`src/rtl/core/ttg_pkg.sv`:
```
// ----------------------------------------------------------------------------
// ttg_pkg
// Shared types and constants of the trapezoidal trajectory generator.
// ----------------------------------------------------------------------------
package ttg_pkg;

  localparam int unsigned FRAC_BITS_DEF = 16;

  // Datapath widths, sized for the largest supported fraction width
  localparam int unsigned TIME_W = 62;
  localparam int unsigned DQ_W   = 64;
  localparam int unsigned WIDE_W = 128;

  localparam int unsigned CFG_IDX_W  = 3;
  localparam int unsigned CFG_DATA_W = 32;

  localparam logic [CFG_IDX_W-1:0] REG_START  = 3'd0;
  localparam logic [CFG_IDX_W-1:0] REG_TARGET = 3'd1;
  localparam logic [CFG_IDX_W-1:0] REG_CRUISE = 3'd2;
  localparam logic [CFG_IDX_W-1:0] REG_ACCEL  = 3'd3;
  localparam logic [CFG_IDX_W-1:0] REG_TOL    = 3'd4;

  localparam logic [15:0] TOL_RST = 16'd524;

  // cruise time is capped at 2^60
  localparam logic [TIME_W-1:0] TC_CAP = 62'h1000_0000_0000_0000;

  localparam int unsigned MID_DEPTH = 2;
  localparam int unsigned OUT_DEPTH = 8;

  localparam int unsigned STEP_W = 8;
  localparam logic [STEP_W-1:0] MUL_STEPS  = 8'd64;
  localparam logic [STEP_W-1:0] DIV_STEPS  = 8'd128;
  localparam logic [STEP_W-1:0] SQRT_STEPS = 8'd64;

  typedef enum logic [1:0] {
    PH_ACCEL  = 2'd0,
    PH_CRUISE = 2'd1,
    PH_DECEL  = 2'd2,
    PH_DONE   = 2'd3
  } phase_e;

  typedef enum logic [3:0] {
    ST_VV,
    ST_DA,
    ST_DIVA,
    ST_SQRT,
    ST_MAT,
    ST_MATT,
    ST_DIVC,
    ST_FIN,
    ST_READY
  } setup_state_e;

  typedef struct packed {
    phase_e              phase;
    logic [TIME_W-1:0]   tau;
  } item_t;

  typedef struct packed {
    logic              ready;
    logic              neg;
    logic [31:0]       start;
    logic [31:0]       target;
    logic [31:0]       vel;
    logic [31:0]       acc;
    logic [15:0]       tol;
    logic [32:0]       distance;
    logic [DQ_W-1:0]   dist_q;
    logic [TIME_W-1:0] ta;
    logic [TIME_W-1:0] ta_tc;
    logic [TIME_W-1:0] ttot;
    logic [DQ_W-1:0]   da;
    logic [DQ_W-1:0]   dqmda;
  } prof_t;

endpackage

```
`src/rtl/core/ttg_front.sv`:
```
// ----------------------------------------------------------------------------
// ttg_front
// Takes a tick count, sorts it into a profile phase with the time offset
// that phase needs, and holds it in a two-entry queue for the back end.
// ----------------------------------------------------------------------------
module ttg_front #(
  parameter int unsigned FRAC_BITS = ttg_pkg::FRAC_BITS_DEF
) (
  input  logic           clk_i,
  input  logic           rst_ni,
  input  logic           push,
  output logic           full,
  input  logic [31:0]    elapsed_ticks_i,
  input  ttg_pkg::prof_t prof_i,
  output logic           item_valid_o,
  output ttg_pkg::item_t item_o,
  input  logic           item_pop_i
);

  import ttg_pkg::*;

  localparam int unsigned PTR_W = $clog2(MID_DEPTH);
  localparam int unsigned CNT_W = $clog2(MID_DEPTH + 1);

  logic [TIME_W-1:0] tq;
  item_t             cls;
  item_t             mem_q [MID_DEPTH];
  logic [PTR_W-1:0]  wr_q, rd_q;
  logic [CNT_W-1:0]  cnt_q;
  logic              wr_en, q_full;

  assign tq = TIME_W'(elapsed_ticks_i) << FRAC_BITS;

  always_comb begin
    if (tq <= prof_i.ta) begin
      cls.phase = PH_ACCEL;
      cls.tau   = tq;
    end else if (tq <= prof_i.ta_tc) begin
      cls.phase = PH_CRUISE;
      cls.tau   = tq - prof_i.ta;
    end else if (tq <= prof_i.ttot) begin
      cls.phase = PH_DECEL;       // mirrored from the end of the move
      cls.tau   = prof_i.ttot - tq;
    end else begin
      cls.phase = PH_DONE;
      cls.tau   = '0;
    end
  end

  assign q_full = (cnt_q == CNT_W'(MID_DEPTH));
  assign full   = !prof_i.ready || q_full;
  assign wr_en  = push && !full;

  always_ff @(posedge clk_i) begin
    if (wr_en) begin
      mem_q[wr_q] <= cls;
    end
  end

  always_ff @(posedge clk_i or negedge rst_ni) begin
    if (!rst_ni) begin
      wr_q  <= '0;
      rd_q  <= '0;
      cnt_q <= '0;
    end else begin
      if (wr_en) begin
        wr_q <= PTR_W'(wr_q + 1'b1);
      end
      if (item_pop_i) begin
        rd_q <= PTR_W'(rd_q + 1'b1);
      end
      cnt_q <= cnt_q + CNT_W'(wr_en) - CNT_W'(item_pop_i);
    end
  end

  assign item_valid_o = (cnt_q != '0);
  assign item_o       = mem_q[rd_q];

endmodule

```
`config.mk`:
```
export PLATFORM = sky130hd
export DESIGN_NAME = ttg_front
export DESIGN_NICKNAME = d
export VERILOG_FILES = /design/src/rtl/core/ttg_pkg.sv /design/src/rtl/core/ttg_front.sv
export SDC_FILE = /design/constraint.sdc
export NUM_CORES = 1
export LEC_CHECK = 0
export ABC_AREA = 0
export BUFFER_PORTS_ARGS = -buffer_cell sky130_fd_sc_hd__buf_2
export CORE_AREA = 2 2 258 260
export CTS_CLUSTER_DIAMETER = 50
export DETAILED_ROUTE_END_ITERATION = 10
export DIE_AREA = 0 0 260 262
export PLACE_DENSITY = 0.5
export SYNTH_ARGS = -nofsm -noshare
export SYNTH_HDL_FRONTEND = slang
export SYNTH_SLANG_ARGS = --single-unit
```
`constraint.sdc`:
```
create_clock -name clk_i -period 4.2 [get_ports clk_i]
set_input_delay 0.63 -clock clk_i [delete_from_list [all_inputs] [get_ports clk_i]]
set_output_delay 0.63 -clock clk_i [all_outputs]
set_load 0.005 [all_outputs]
```
==> results by group <==
STA
  • Final setup viols: 0
  • Final period utilization: 88.3%
  • Worst-Margin Slew: 1100 ps
  • Unrepaired setup endpoints after global routing: no
  • Fin crit period: 3710 ps
  • Hold Vio Cnt, Final: 0
  • Max Fclk: 0.270 GHz
  • Count of pins over their slew limit: 0
  • Slew headroom: 26.4%
  • Clock skew: 10.1 ps

Yosys
  • Adder-Cell Fraction of Synth Area: 11.2%
  • Yosys warnings: 0
  • Synth Area in XOR/XNOR: 6.96%
  • Register area share after synthesis: 35.2%
  • Yosys cell types: 74
  • Syn nets: 1917
  • #FFs+latches synth: 132
  • Largest family of logic cells by synthesized area: compound AO/OA/AOI/OAI gates
  • Mapped cell area: 0.0112 sq mm
  • Mux cell area share after synthesis: 6.44%
  • Compound-Gate Fraction of Synth Area: 17.9%
  • Post-synthesis cell count: 1224
  • Synthesized area per cell: 9.14 sq um
  • Post-synth top flop: edfxtp_1
  • Number of flops mapped to enable cells by yosys: 128
  • Post-Synth Simple-Gate Area: 16.2%
  • Async SR Flop Fraction: 3.03%

Setup path
  • Worst EP required: 4350 ps
  • CP top delay family: compound AO/OA/AOI/OAI gates
  • CP most frequent cell: a21oi_1
  • Crit-path max cell delay: 420 ps
  • Max FO, Critical Path: 12
  • Worst setup EP type: flop
  • Worst path cell trace: buf_2 > inv_1 > ha_1 > inv_1 > fa_1 > a211oi_1 > o21a_1 > o21ai_1 > a21oi_1 > o211ai_2 > a21oi_1 > o211ai_2 > and2b_1 > buf_4 > a22oi_1 > a21oi_1
  • WP buf/inv: 4
  • CP Launch Type: input port
  • Worst setup path category: input port to flop
  • Crit path DAT: 3860 ps
  • CP max stage cell: fa_1

Clock network
  • CTS resizes: 0
  • Htree depth: 4
  • Post-CTS Hold Buffers: 1
  • Max clock buf depth: 2
  • CTS sink count: 132
  • CTS tree: done
  • Clock root cell: clkbuf_16
  • Post-CTS setup buffer count: 0
  • Number of buffers created by CTS: 17
  • Clock Latency Late Sink: 440 ps
  • Reg clk slew, reported paths: 60 ps

Drt
  • Final Routed Wirelength: 46100 um
  • DR WL/cell: 18.9 um
  • Via count: 10600
  • Residual DRC: 0
  • Antenna Nets Post-Route: 0
  • First drt pass iteration count: 5
  • Vias per cell: 4.36
  • DR iter-0 viols: 718

Floorplanning
  • Die footprint: 0.0681 sq mm
  • Die height: 262 um
  • Placeable core area: 0.0653 sq mm
  • I/O pins: 659
  • Die W: 260 um
  • Initial core utilization: 17.1%
  • Site row count: 94

GRT
  • Largest net degree at the start of global routing: 66
  • Vias in the first global route: 10600
  • First-pass GRT wire length: 66300 um
  • GR Util All Layers: 13.3%
  • GRT overflow: 0
  • Initial antenna violation count: 3

Finish
  • Sequential cell area: 0.00395 sq mm
  • Most common cell after layout, fill and taps aside: buf_2
  • Final Non-Filler Cells: 2438
  • P&R area growth vs syn: 31.6%
  • Number of diodes: 0
  • Ratio of cells with drive above 1 in the final layout: 30.6%
  • Filler cell count: 7185
  • Multi-input gate area in the final layout: 0.00661 sq mm
  • Most frequent cells in the layout: buf_2, edfxtp_1, inv_1
  • Fin nets: 2254

Pwr
  • Psw: 1.83 mW
  • Highest ir drop seen on vdd: 204 uV
  • Overall power: 5.28 mW
  • Pint: 3.45 mW
  • Combinational power share: 39.0%
  • Leak: 6.28 nW
  • Switching fraction of total power: 34.7%
  • Clock network fraction of design power: 29.1%
  • Register share of total power: 31.9%
  • P per Cell Area: 358 mW/mm^2

Placed design
  • Post-DP HPWL: 37400 um
  • I/O Buffers: 288
  • Placed instance count: 2405
  • Final GP Congestion: 0.848

Flow run
  • Maxcap violations: 0

Outcome
  • Outcome: completed

Worst hold path
  • Hold crit path type: input port to flop
-- power by group through the flow --
stage | combinational [mW] | sequential (mW) | clock, mW
floorplan | 1.19 | 1.71 | 0
global placement | 2.09 | 1.71 | 0
detailed placement | 2.09 | 1.71 | 0
CTS | 2.11 | 1.68 | 1.59
global route | 2.27 | 1.70 | 1.64
finish | 2.06 | 1.68 | 1.54
-- synth_stat cells, drive strengths merged (16+ instances only) --
| cell | count | area share, % |
|---|---|---|
| nand2 | 98 | 3.3 |
| a21oi | 105 | 4.7 |
| mux2 | 64 | 6.4 |
| buf | 16 | 0.92 |
| a21boi | 16 | 1.1 |
| a31oi | 22 | 1.3 |
| nand3 | 46 | 2.1 |
| xnor2 | 57 | 4.5 |
| ha | 99 | 11 |
| nor4 | 27 | 1.6 |
| a22oi | 22 | 1.5 |
| nor2 | 94 | 3.2 |
| nand4 | 19 | 1.1 |
| inv | 126 | 4.2 |
| o21ai | 41 | 1.9 |
| edfxtp | 128 | 34 |
| a21o | 28 | 1.9 |
| xor2 | 32 | 2.5 |
| clkbuf | 27 | 0.91 |
-- worst paths after layout --
kind	startpoint	to	slack (ps)	cells after the start
worst min register to register	cnt_q[1]	cnt_q[1]	500	1
min in group asynchronous	rst_ni	wr_q	530	2
worst max register to register	cnt_q[1]	mem_q[1][17]	2050	4
worst max-delay path	prof_i[144]	mem_q[1][32]	490	16
max in group asynchronous	rst_ni	rd_q	3530	2
worst min-delay path	item_pop_i	rd_q	380	2
-- final cells by class --
type / count / area share [%]
repair buffers: 361 / 13.9
clock buffers: 20 / 2.96
clock inverters: 12 / 0.985
inverters: 126 / 3.21
well taps: 864 / 7.34
multi-input cells: 923 / 44.9
flip-flops and latches: 132 / 26.8
-- flip-flops by register name, summed over array words and instances, names as in the netlist --
signal  flops
cnt_q       2
mem_q     128
rd_q        1
wr_q        1
-- metal layers --
layer  wire length, um  GRT usage [%]
met5                21              0
met4              1080           4.45
met3              1980           1.98
met2             22300           23.0
met1             20700           16.8
-- cell families (layout without fill, tap and decap cells) --
kind of cell,count (synthesis),in the layout
flops,132,132
xor+xnor,89,89
fa+ha+maj,100,100
mux,64,64
buf+inv,169,519
compound gates,306,306
simple gates,364,364
-- metrics by stage --
step	hold WS, ps	setup WS [ps]	util, %	cell area [sq um]	TNS (ps)
after floorplan	334	218	-	11200	0
after global placement	441	-15.8	21.7	14100	-41.1
after detailed placement	449	-24.0	21.7	14100	-127
after CTS	351	453	22.6	14700	0
after global routing	378	251	22.6	14700	0
final	385	492	22.6	14700	0
(Power assumes the default switching activity.)
