File: config.mk
export PLATFORM = sky130hd
export DESIGN_NAME = ttg_setup
export DESIGN_NICKNAME = d
export VERILOG_FILES = /design/src/rtl/core/ttg_pkg.sv /design/src/rtl/core/ttg_setup.sv
export SDC_FILE = /design/constraint.sdc
export NUM_CORES = 2
export LEC_CHECK = 0
export BUFFER_PORTS_ARGS = -buffer_cell sky130_fd_sc_hd__buf_2
export CAP_MARGIN = 15
export CORE_UTILIZATION = 30
export CTS_CLUSTER_SIZE = 16
export DETAILED_ROUTE_END_ITERATION = 10
export SKIP_LAST_GASP = 1
export SLEW_MARGIN = 20
export SYNTH_ARGS = -nofsm -noshare
export SYNTH_HDL_FRONTEND = slang
export SYNTH_SLANG_ARGS = --single-unit
File: constraint.sdc
create_clock -name clk_i -period 38.8 [get_ports clk_i]
set_clock_uncertainty 0.2 [all_clocks]
set_input_delay 5.82 -clock clk_i [delete_from_list [all_inputs] [get_ports clk_i]]
set_output_delay 5.82 -clock clk_i [all_outputs]
set_load 0.005 [all_outputs]
File: src/rtl/core/ttg_pkg.sv
// ----------------------------------------------------------------------------
// ttg_pkg
// Shared types and constants of the trapezoidal trajectory generator.
// ----------------------------------------------------------------------------
package ttg_pkg;

  localparam int unsigned FRAC_BITS_DEF = 16;

  // Datapath widths, sized for the largest supported fraction width
  localparam int unsigned TIME_W = 62;
  localparam int unsigned DQ_W   = 64;
  localparam int unsigned WIDE_W = 128;

  localparam int unsigned CFG_IDX_W  = 3;
  localparam int unsigned CFG_DATA_W = 32;

  localparam logic [CFG_IDX_W-1:0] REG_START  = 3'd0;
  localparam logic [CFG_IDX_W-1:0] REG_TARGET = 3'd1;
  localparam logic [CFG_IDX_W-1:0] REG_CRUISE = 3'd2;
  localparam logic [CFG_IDX_W-1:0] REG_ACCEL  = 3'd3;
  localparam logic [CFG_IDX_W-1:0] REG_TOL    = 3'd4;

  localparam logic [15:0] TOL_RST = 16'd524;

  // cruise time is capped at 2^60
  localparam logic [TIME_W-1:0] TC_CAP = 62'h1000_0000_0000_0000;

  localparam int unsigned MID_DEPTH = 2;
  localparam int unsigned OUT_DEPTH = 8;

  localparam int unsigned STEP_W = 8;
  localparam logic [STEP_W-1:0] MUL_STEPS  = 8'd64;
  localparam logic [STEP_W-1:0] DIV_STEPS  = 8'd128;
  localparam logic [STEP_W-1:0] SQRT_STEPS = 8'd64;

  typedef enum logic [1:0] {
    PH_ACCEL  = 2'd0,
    PH_CRUISE = 2'd1,
    PH_DECEL  = 2'd2,
    PH_DONE   = 2'd3
  } phase_e;

  typedef enum logic [3:0] {
    ST_VV,
    ST_DA,
    ST_DIVA,
    ST_SQRT,
    ST_MAT,
    ST_MATT,
    ST_DIVC,
    ST_FIN,
    ST_READY
  } setup_state_e;

  typedef struct packed {
    phase_e              phase;
    logic [TIME_W-1:0]   tau;
  } item_t;

  typedef struct packed {
    logic              ready;
    logic              neg;
    logic [31:0]       start;
    logic [31:0]       target;
    logic [31:0]       vel;
    logic [31:0]       acc;
    logic [15:0]       tol;
    logic [32:0]       distance;
    logic [DQ_W-1:0]   dist_q;
    logic [TIME_W-1:0] ta;
    logic [TIME_W-1:0] ta_tc;
    logic [TIME_W-1:0] ttot;
    logic [DQ_W-1:0]   da;
    logic [DQ_W-1:0]   dqmda;
  } prof_t;

endpackage

File: src/rtl/core/ttg_setup.sv
// ----------------------------------------------------------------------------
// ttg_setup
// Configuration registers and profile solver: works out accelerate time,
// cruise time and ramp distance with a serial multiplier, a restoring divider
// and a digit-by-digit square root.
// ----------------------------------------------------------------------------
module ttg_setup #(
  parameter int unsigned FRAC_BITS = ttg_pkg::FRAC_BITS_DEF
) (
  input  logic                          clk_i,
  input  logic                          rst_ni,
  input  logic                          cfg_we_i,
  input  logic [ttg_pkg::CFG_IDX_W-1:0] cfg_idx_i,
  input  logic [ttg_pkg::CFG_DATA_W-1:0] cfg_data_i,
  output ttg_pkg::prof_t                prof_o
);

  import ttg_pkg::*;

  logic [31:0] start_q, target_q, vel_cfg_q, acc_cfg_q;
  logic [15:0] tol_q;

  setup_state_e state_q, state_d;
  logic [STEP_W-1:0] cnt_q, cnt_d, steps;
  logic last, load;

  // serial multiplier
  logic [WIDE_W-1:0] ma_q, mp_q, vv_q;
  logic [63:0]       mb_q;
  // divider
  logic [WIDE_W-1:0] dn_q, dq_q;
  logic [31:0]       dd_q, dr_q;
  logic [32:0]       div_r2;
  logic              div_ge;
  // square root
  logic [WIDE_W-1:0] sx_q;
  logic [65:0]       sr_q;
  logic [63:0]       rt_q;
  logic [67:0]       sq_r2, sq_trial;
  logic              sq_ge;

  logic              tri_q, tri_w;
  logic [TIME_W-1:0] ta_q, ta_w, tc_w, tc_sel;
  logic [TIME_W-1:0] ta_tc_q, ttot_q;
  logic [DQ_W-1:0]   da_q, dqmda_q, da_w, dist_q_w;
  logic [31:0]       vel_w, acc_w;
  logic [32:0]       diff_w, dist_w;
  logic              neg_w;

  always_ff @(posedge clk_i or negedge rst_ni) begin
    if (!rst_ni) begin
      start_q   <= '0;
      target_q  <= '0;
      vel_cfg_q <= 32'(1) << FRAC_BITS;
      acc_cfg_q <= 32'(1) << FRAC_BITS;
      tol_q     <= TOL_RST;
    end else if (cfg_we_i) begin
      unique case (cfg_idx_i)
        REG_START:  start_q   <= cfg_data_i;
        REG_TARGET: target_q  <= cfg_data_i;
        REG_CRUISE: vel_cfg_q <= cfg_data_i;
        REG_ACCEL:  acc_cfg_q <= cfg_data_i;
        REG_TOL:    tol_q     <= cfg_data_i[15:0];
        default: ;
      endcase
    end
  end

  assign vel_w    = (vel_cfg_q == '0) ? 32'd1 : vel_cfg_q;
  assign acc_w    = (acc_cfg_q == '0) ? 32'd1 : acc_cfg_q;
  assign diff_w   = {target_q[31], target_q} - {start_q[31], start_q};
  assign neg_w    = diff_w[32];
  assign dist_w   = neg_w ? (33'd0 - diff_w) : diff_w;
  assign dist_q_w = DQ_W'(dist_w) << FRAC_BITS;

  assign tri_w  = vv_q >= (mp_q << FRAC_BITS);
  assign ta_w   = tri_q ? rt_q[TIME_W-1:0] : dq_q[TIME_W-1:0];
  assign da_w   = DQ_W'(mp_q >> (2 * FRAC_BITS + 1));
  assign tc_w   = (dq_q > WIDE_W'(TC_CAP)) ? TC_CAP : dq_q[TIME_W-1:0];
  assign tc_sel = tri_q ? '0 : tc_w;

  assign div_r2 = {dr_q, dn_q[WIDE_W-1]};
  assign div_ge = div_r2 >= {1'b0, dd_q};
  assign sq_r2    = {sr_q, sx_q[WIDE_W-1 -: 2]};
  assign sq_trial = {2'b00, rt_q, 2'b01};
  assign sq_ge    = sq_r2 >= sq_trial;

  // -------- sequencer --------
  always_ff @(posedge clk_i or negedge rst_ni) begin
    if (!rst_ni) begin
      state_q <= ST_VV;
      cnt_q   <= '0;
    end else begin
      state_q <= state_d;
      cnt_q   <= cnt_d;
    end
  end

  always_comb begin
    state_d = state_q;
    unique case (state_q) inside
      ST_VV, ST_DA, ST_MAT, ST_MATT: steps = MUL_STEPS;
      ST_SQRT:                       steps = SQRT_STEPS;
      ST_DIVA, ST_DIVC:              steps = DIV_STEPS;
      default:                       steps = '0;
    endcase
    last = (cnt_q == steps);
    unique case (state_q)
      ST_VV:    if (last) state_d = ST_DA;
      ST_DA:    if (last) state_d = ST_DIVA;
      ST_DIVA:  if (last) state_d = tri_q ? ST_SQRT : ST_MAT;
      ST_SQRT:  if (last) state_d = ST_MAT;
      ST_MAT:   if (last) state_d = ST_MATT;
      ST_MATT:  if (last) state_d = tri_q ? ST_FIN : ST_DIVC;
      ST_DIVC:  if (last) state_d = ST_FIN;
      ST_FIN:   state_d = ST_READY;
      ST_READY: state_d = ST_READY;
      default:  state_d = ST_VV;
    endcase
    if (cfg_we_i) begin
      state_d = ST_VV;
    end
    if (cfg_we_i || (state_d != state_q) || (state_q == ST_READY)) begin
      cnt_d = '0;
    end else begin
      cnt_d = cnt_q + 1'b1;
    end
  end

  assign load = (cnt_q == '0);

  // -------- arithmetic units --------
  // multiply, divide and square-root states load operands first, then iterate
  always_ff @(posedge clk_i) begin
    unique case (state_q) inside
      ST_VV, ST_DA, ST_MAT, ST_MATT: begin
        if (load) begin
          mp_q <= '0;
          unique case (state_q) inside
            ST_VV: begin
              ma_q <= WIDE_W'(vel_w);
              mb_q <= 64'(vel_w);
            end
            ST_DA: begin
              vv_q <= mp_q;
              ma_q <= WIDE_W'(dist_w);
              mb_q <= 64'(acc_w);
            end
            ST_MAT: begin
              ta_q <= ta_w;
              ma_q <= WIDE_W'(acc_w);
              mb_q <= 64'(ta_w);
            end
            default: begin
              ma_q <= mp_q;
              mb_q <= 64'(ta_q);
            end
          endcase
        end else begin
          if (mb_q[0]) begin
            mp_q <= mp_q + ma_q;
          end
          ma_q <= ma_q << 1;
          mb_q <= mb_q >> 1;
        end
      end
      ST_DIVA, ST_DIVC: begin
        if (load) begin
          dr_q <= '0;
          dq_q <= '0;
          if (state_q == ST_DIVA) begin
            tri_q <= tri_w;
            dd_q  <= acc_w;
            dn_q  <= tri_w ? (WIDE_W'(dist_w) << (3 * FRAC_BITS))
                           : (WIDE_W'(vel_w) << FRAC_BITS);
          end else begin
            dd_q <= vel_w;
            dn_q <= WIDE_W'(dist_q_w - (da_w << 1)) << FRAC_BITS;
          end
        end else begin
          dr_q <= div_ge ? 32'(div_r2 - {1'b0, dd_q}) : div_r2[31:0];
          dq_q <= {dq_q[WIDE_W-2:0], div_ge};
          dn_q <= dn_q << 1;
        end
      end
      ST_SQRT: begin
        if (load) begin
          sx_q <= dq_q;
          sr_q <= '0;
          rt_q <= '0;
        end else begin
          sr_q <= sq_ge ? 66'(sq_r2 - sq_trial) : sq_r2[65:0];
          rt_q <= {rt_q[62:0], sq_ge};
          sx_q <= sx_q << 2;
        end
      end
      ST_FIN: begin
        ta_tc_q <= ta_q + tc_sel;
        ttot_q  <= (ta_q << 1) + tc_sel;
        da_q    <= da_w;
        dqmda_q <= dist_q_w - da_w;
      end
      default: ;
    endcase
  end

  assign prof_o.ready    = (state_q == ST_READY);
  assign prof_o.neg      = neg_w;
  assign prof_o.start    = start_q;
  assign prof_o.target   = target_q;
  assign prof_o.vel      = vel_w;
  assign prof_o.acc      = acc_w;
  assign prof_o.tol      = tol_q;
  assign prof_o.distance = dist_w;
  assign prof_o.dist_q   = dist_q_w;
  assign prof_o.ta       = ta_q;
  assign prof_o.ta_tc    = ta_tc_q;
  assign prof_o.ttot     = ttot_q;
  assign prof_o.da       = da_q;
  assign prof_o.dqmda    = dqmda_q;

  a_cfg_drops_ready: assert property (@(posedge clk_i) disable iff (!rst_ni)
    cfg_we_i |=> !prof_o.ready)
    else $error("profile still marked ready after a register write");

  a_fin_then_ready: assert property (@(posedge clk_i) disable iff (!rst_ni)
    (state_q == ST_FIN && !cfg_we_i) |=> prof_o.ready)
    else $error("solver did not reach ready after its final step");

  a_ready_holds: assert property (@(posedge clk_i) disable iff (!rst_ni)
    (prof_o.ready && !cfg_we_i) |=> prof_o.ready)
    else $error("ready dropped without a register write");

endmodule

==> summary.txt <==
Placed design
  • Dpl cells: 12700
  • PortBufs: 563
  • Post-DP HPWL: 237000 µm
  • RD Place Congestion: 0.965

Global routing
  • Met3 Use GR: 5.02%
  • Initial antenna violation count: 29
  • Total global-route track usage: 21.0%
  • Largest net degree at the start of global routing: 214
  • Grt met2 use: 31.1%
  • GR met1 Demand/Resource: 28.5%
  • First-pass GRT wire length: 464000 µm
  • GRT busiest layer: met2
  • Vias in the first global route: 67600
  • GRT overflow: 0

Die
  • Initial core utilization: 30.3%
  • Die H: 544 µm
  • Ports: 595
  • Die width: 544 µm
  • Cell Rows: 198
  • Core Box Area: 0.292 mm²
  • Die area: 0.296 mm²

Clocking
  • CTS Buf Count: 177
  • Clock root buffer: clkbuf_16
  • Clock insertion delay at the later pin of the skew report: 0.86 ns
  • Clock edge transition at the registers on the reported setup and hold paths: 0.06 ns
  • Post-CTS Setup Repair Bufs: 0
  • Bufs on Longest Clock Path: 4
  • CTS tree: built
  • PostCTS Resize Cnt: 0
  • Post-CTS Hold Fix Bufs: 0
  • Sink Count: 1478
  • CTS H-tree lvls: 4

Synthesis
  • Post-synth EDFFs: 1322
  • Syn avg cell area: 10.3 µm²
  • Asr flop ratio synth: 10.6%
  • Ys flop type: edfxtp_1
  • #FFs+latches synth: 1478
  • Sequential share of the synthesized area: 49.4%
  • Post-Synthesis Cells: 8592
  • Most area-hungry cell type in the Yosys netlist: edfxtp_1
  • Top-count cell post-synth: edfxtp_1
  • Area share of the largest cell type after synthesis: 45.0%
  • Post-Syn Area: 0.0882 mm²
  • Synth top cells by count: 1322 x edfxtp_1, 1042 x nand2_1, 757 x nor2_1
  • Synth area leaders: edfxtp_1 45%, ha_1 7.9%, nand2_1 4.4%
  • Synth warnings: 0
  • Synth cell types: 111

STA
  • Fin Setup TNS: 0 ns
  • Hold Fails Final Rpt: 0
  • Max Freq: 83.4 MHz
  • Slew of the pin with the lowest slew margin: 1.18 ns
  • Slew margin rel.: 19.3%
  • Tcrit/Tclk final: 30.9%
  • Count of final setup violators: 0
  • Fin. max-slew vios: 0
  • Minimum clock period: 11.99 ns
  • Unrepaired setup endpoints after global routing: false

Cells and area
  • NumNets Final: 9611
  • Layout fillers: 29400
  • Share of post-route cells with drive strength above 1: 14.0%
  • P&R area growth vs syn: 14.6%
  • Post-route insts no fill: 13100

Setup path
  • Crit path kind: reg2out
  • Critical path data required time: 32.78 ns
  • Setup crit end kind: output port
  • CP top delay family: compound AO/OA/AOI/OAI gates
  • Slowest cell on crit path: xnor2_1
  • CP dominant cell by count: inv_1
  • Crit-path max cell delay: 0.81 ns
  • Type of origin of the critical path: register
  • Crit path DAT: 5.97 ns
  • Worst-path cell chain: inv_1 > ha_1 > fa_1 > nand2b_1 > a211oi_2 > o21ai_1 > a21oi_1 > o21ai_0 > a21oi_1 > o311a_1 > buf_4 > inv_1 > o21ai_0 > xnor2_1 > inv_1 > buf_2
  • Critical path buffers and inverters: 5
  • Worst Path Max Fanout: 21

Power
  • Power share of the combinational group: 46.3%
  • P_leak: 40.8 nW
  • Pwr Density: 70.3 mW/mm²
  • Clk pwr share: 23.8%
  • Switching pwr: 3.04 mW
  • Sequential share of power: 29.9%
  • Net Sw Frac: 42.8%
  • Cell Int Power: 4.06 mW
  • VDD IR-drop max: 0.0000584 V

Routing
  • DRT Wirelength: 322000 µm
  • Post-route DRC: 0
  • Pre-Repair DR Iteration Count: 7
  • Initial drt markers: 7976
  • Routed wire length per instance: 24.7 µm
  • Post-DRT Antenna Nets: 0
  • Routed vias/inst: 5.43
  • Via count: 70900

Worst hold path
  • Worst Hold Class: reg2reg

Run status
  • Status: finished, final reports clean

Flow run
  • MaxCap Viol Count: 0
[area by class of cell]
type                    count  area, µm²  share of cell area [%]
clock buffers             222       4700                    4.65
flip-flops and latches   1478      43600                    43.2
multi-input cells        6241      41200                    40.8
clock inverters            98       1050                    1.04
repair buffers            727       4110                    4.07
diodes                     12       30.0                  0.0297
inverters                 383       1440                    1.43
well taps                3900       4880                    4.83
[worst register-to-register path: stages (launching register included)]
cell       delay [ns]
dfrtp_1          0.37
inv_1            0.09
ha_1             0.19
fa_1             0.21
nand2b_1         0.18
a211oi_2         0.12
o21ai_1          0.31
a21oi_1          0.26
o21ai_0          0.44
a21oi_1          0.19
o311a_1          0.37
buf_4            0.21
inv_1            0.36
o21ai_0          0.20
xnor2_1          0.81
inv_1            0.52
ha_1             0.40
a21o_1           0.21
a21o_1           0.18
a21o_1           0.17
a211o_1          0.28
a41o_1           0.23
o2111ai_1        0.30
a31o_2           0.37
o21ai_0          0.15
a21oi_1          0.55
a31oi_1          0.28
o21ai_0          0.23
[cell families (layout without fill, tap and decap cells)]
kind of cell	after synthesis	in the layout	share of synthesized area (%)
fa+ha+maj	565	565	8.06
other cells	1	43	0.00425
flops	1478	1478	49.4
simple gates	2798	2798	14.6
xor+xnor	479	479	4.76
buf+inv	903	1430	4.21
mux	249	249	3.07
compound gates	2119	2119	15.8
[worst paths after layout]
path	cells past startpoint	slack [ns]	from	end
worst max-delay path	16	26.81	target_q[0]	prof_o[348]
worst min-delay path	0	0.29	mp_q[104]	vv_q[104]
worst min register to register	0	0.29	mp_q[104]	vv_q[104]
max in group asynchronous	2	32.06	rst_ni	vel_cfg_q[23]
worst max register to register	27	30.27	target_q[0]	dn_q[80]
min in group asynchronous	1	4.81	rst_ni	tol_q[7]
[layout by cell type (no fill, tap or decap), drive strengths merged, types with 63 or more instances in the layout]
cell,n
nor3,99
nor4,82
o21a,66
mux2i,76
nor2,758
and2,218
nand4,157
ha,560
inv,391
nand3,149
edfxtp,1322
a31oi,132
dfrtp,151
o31ai,117
a21oi,541
xnor2,308
a22oi,74
clkbuf,222
o21bai,87
buf,727
nand2,1042
mux2,173
a21o,347
nor2b,63
o21ai,365
xor2,171
clkinv,64
[registers in the layout, indices dropped and copies added (netlist names), 62 cells and up]
register and cells:
ta_tc_q 62, sr_q 66, mp_q 128, rt_q 64
sx_q 128, dn_q 112, dqmda_q 63, da_q 64
vv_q 128, ma_q 128, dq_q 128, mb_q 62
ta_q 62, ttot_q 62
[stage by stage]
step	hold slack, ns	total power, mW	cell area [µm²]	util (%)	setup WS, ns
4_1_cts	0.285	7.05	101000	34.6	26.88
3_3_place_gp	0.279	5.31	95200	32.7	27.86
6_report	0.286	7.10	101000	34.7	26.81
5_1_grt	0.309	7.41	101000	34.6	26.42
2_1_floorplan	0.254	4.03	88300	-	25.20
3_5_place_dp	0.273	5.33	95300	32.7	27.83
[power by group through the flow]
stage	combinational (mW)	sequential, mW	clock [mW]
after floorplan	1.95	2.09	0
after global placement	3.17	2.15	0
after detailed placement	3.18	2.15	0
after global routing	3.50	2.13	1.78
final	3.29	2.12	1.69
after CTS	3.21	2.12	1.72
[routing by layer]
metal	up-vias	part of all wire (%)
li1	32300	-
met1	34800	43
met2	3170	42
met3	628	9.7
met4	14	5.4
met5	-	0.028
(Power assumes the default switching activity.)
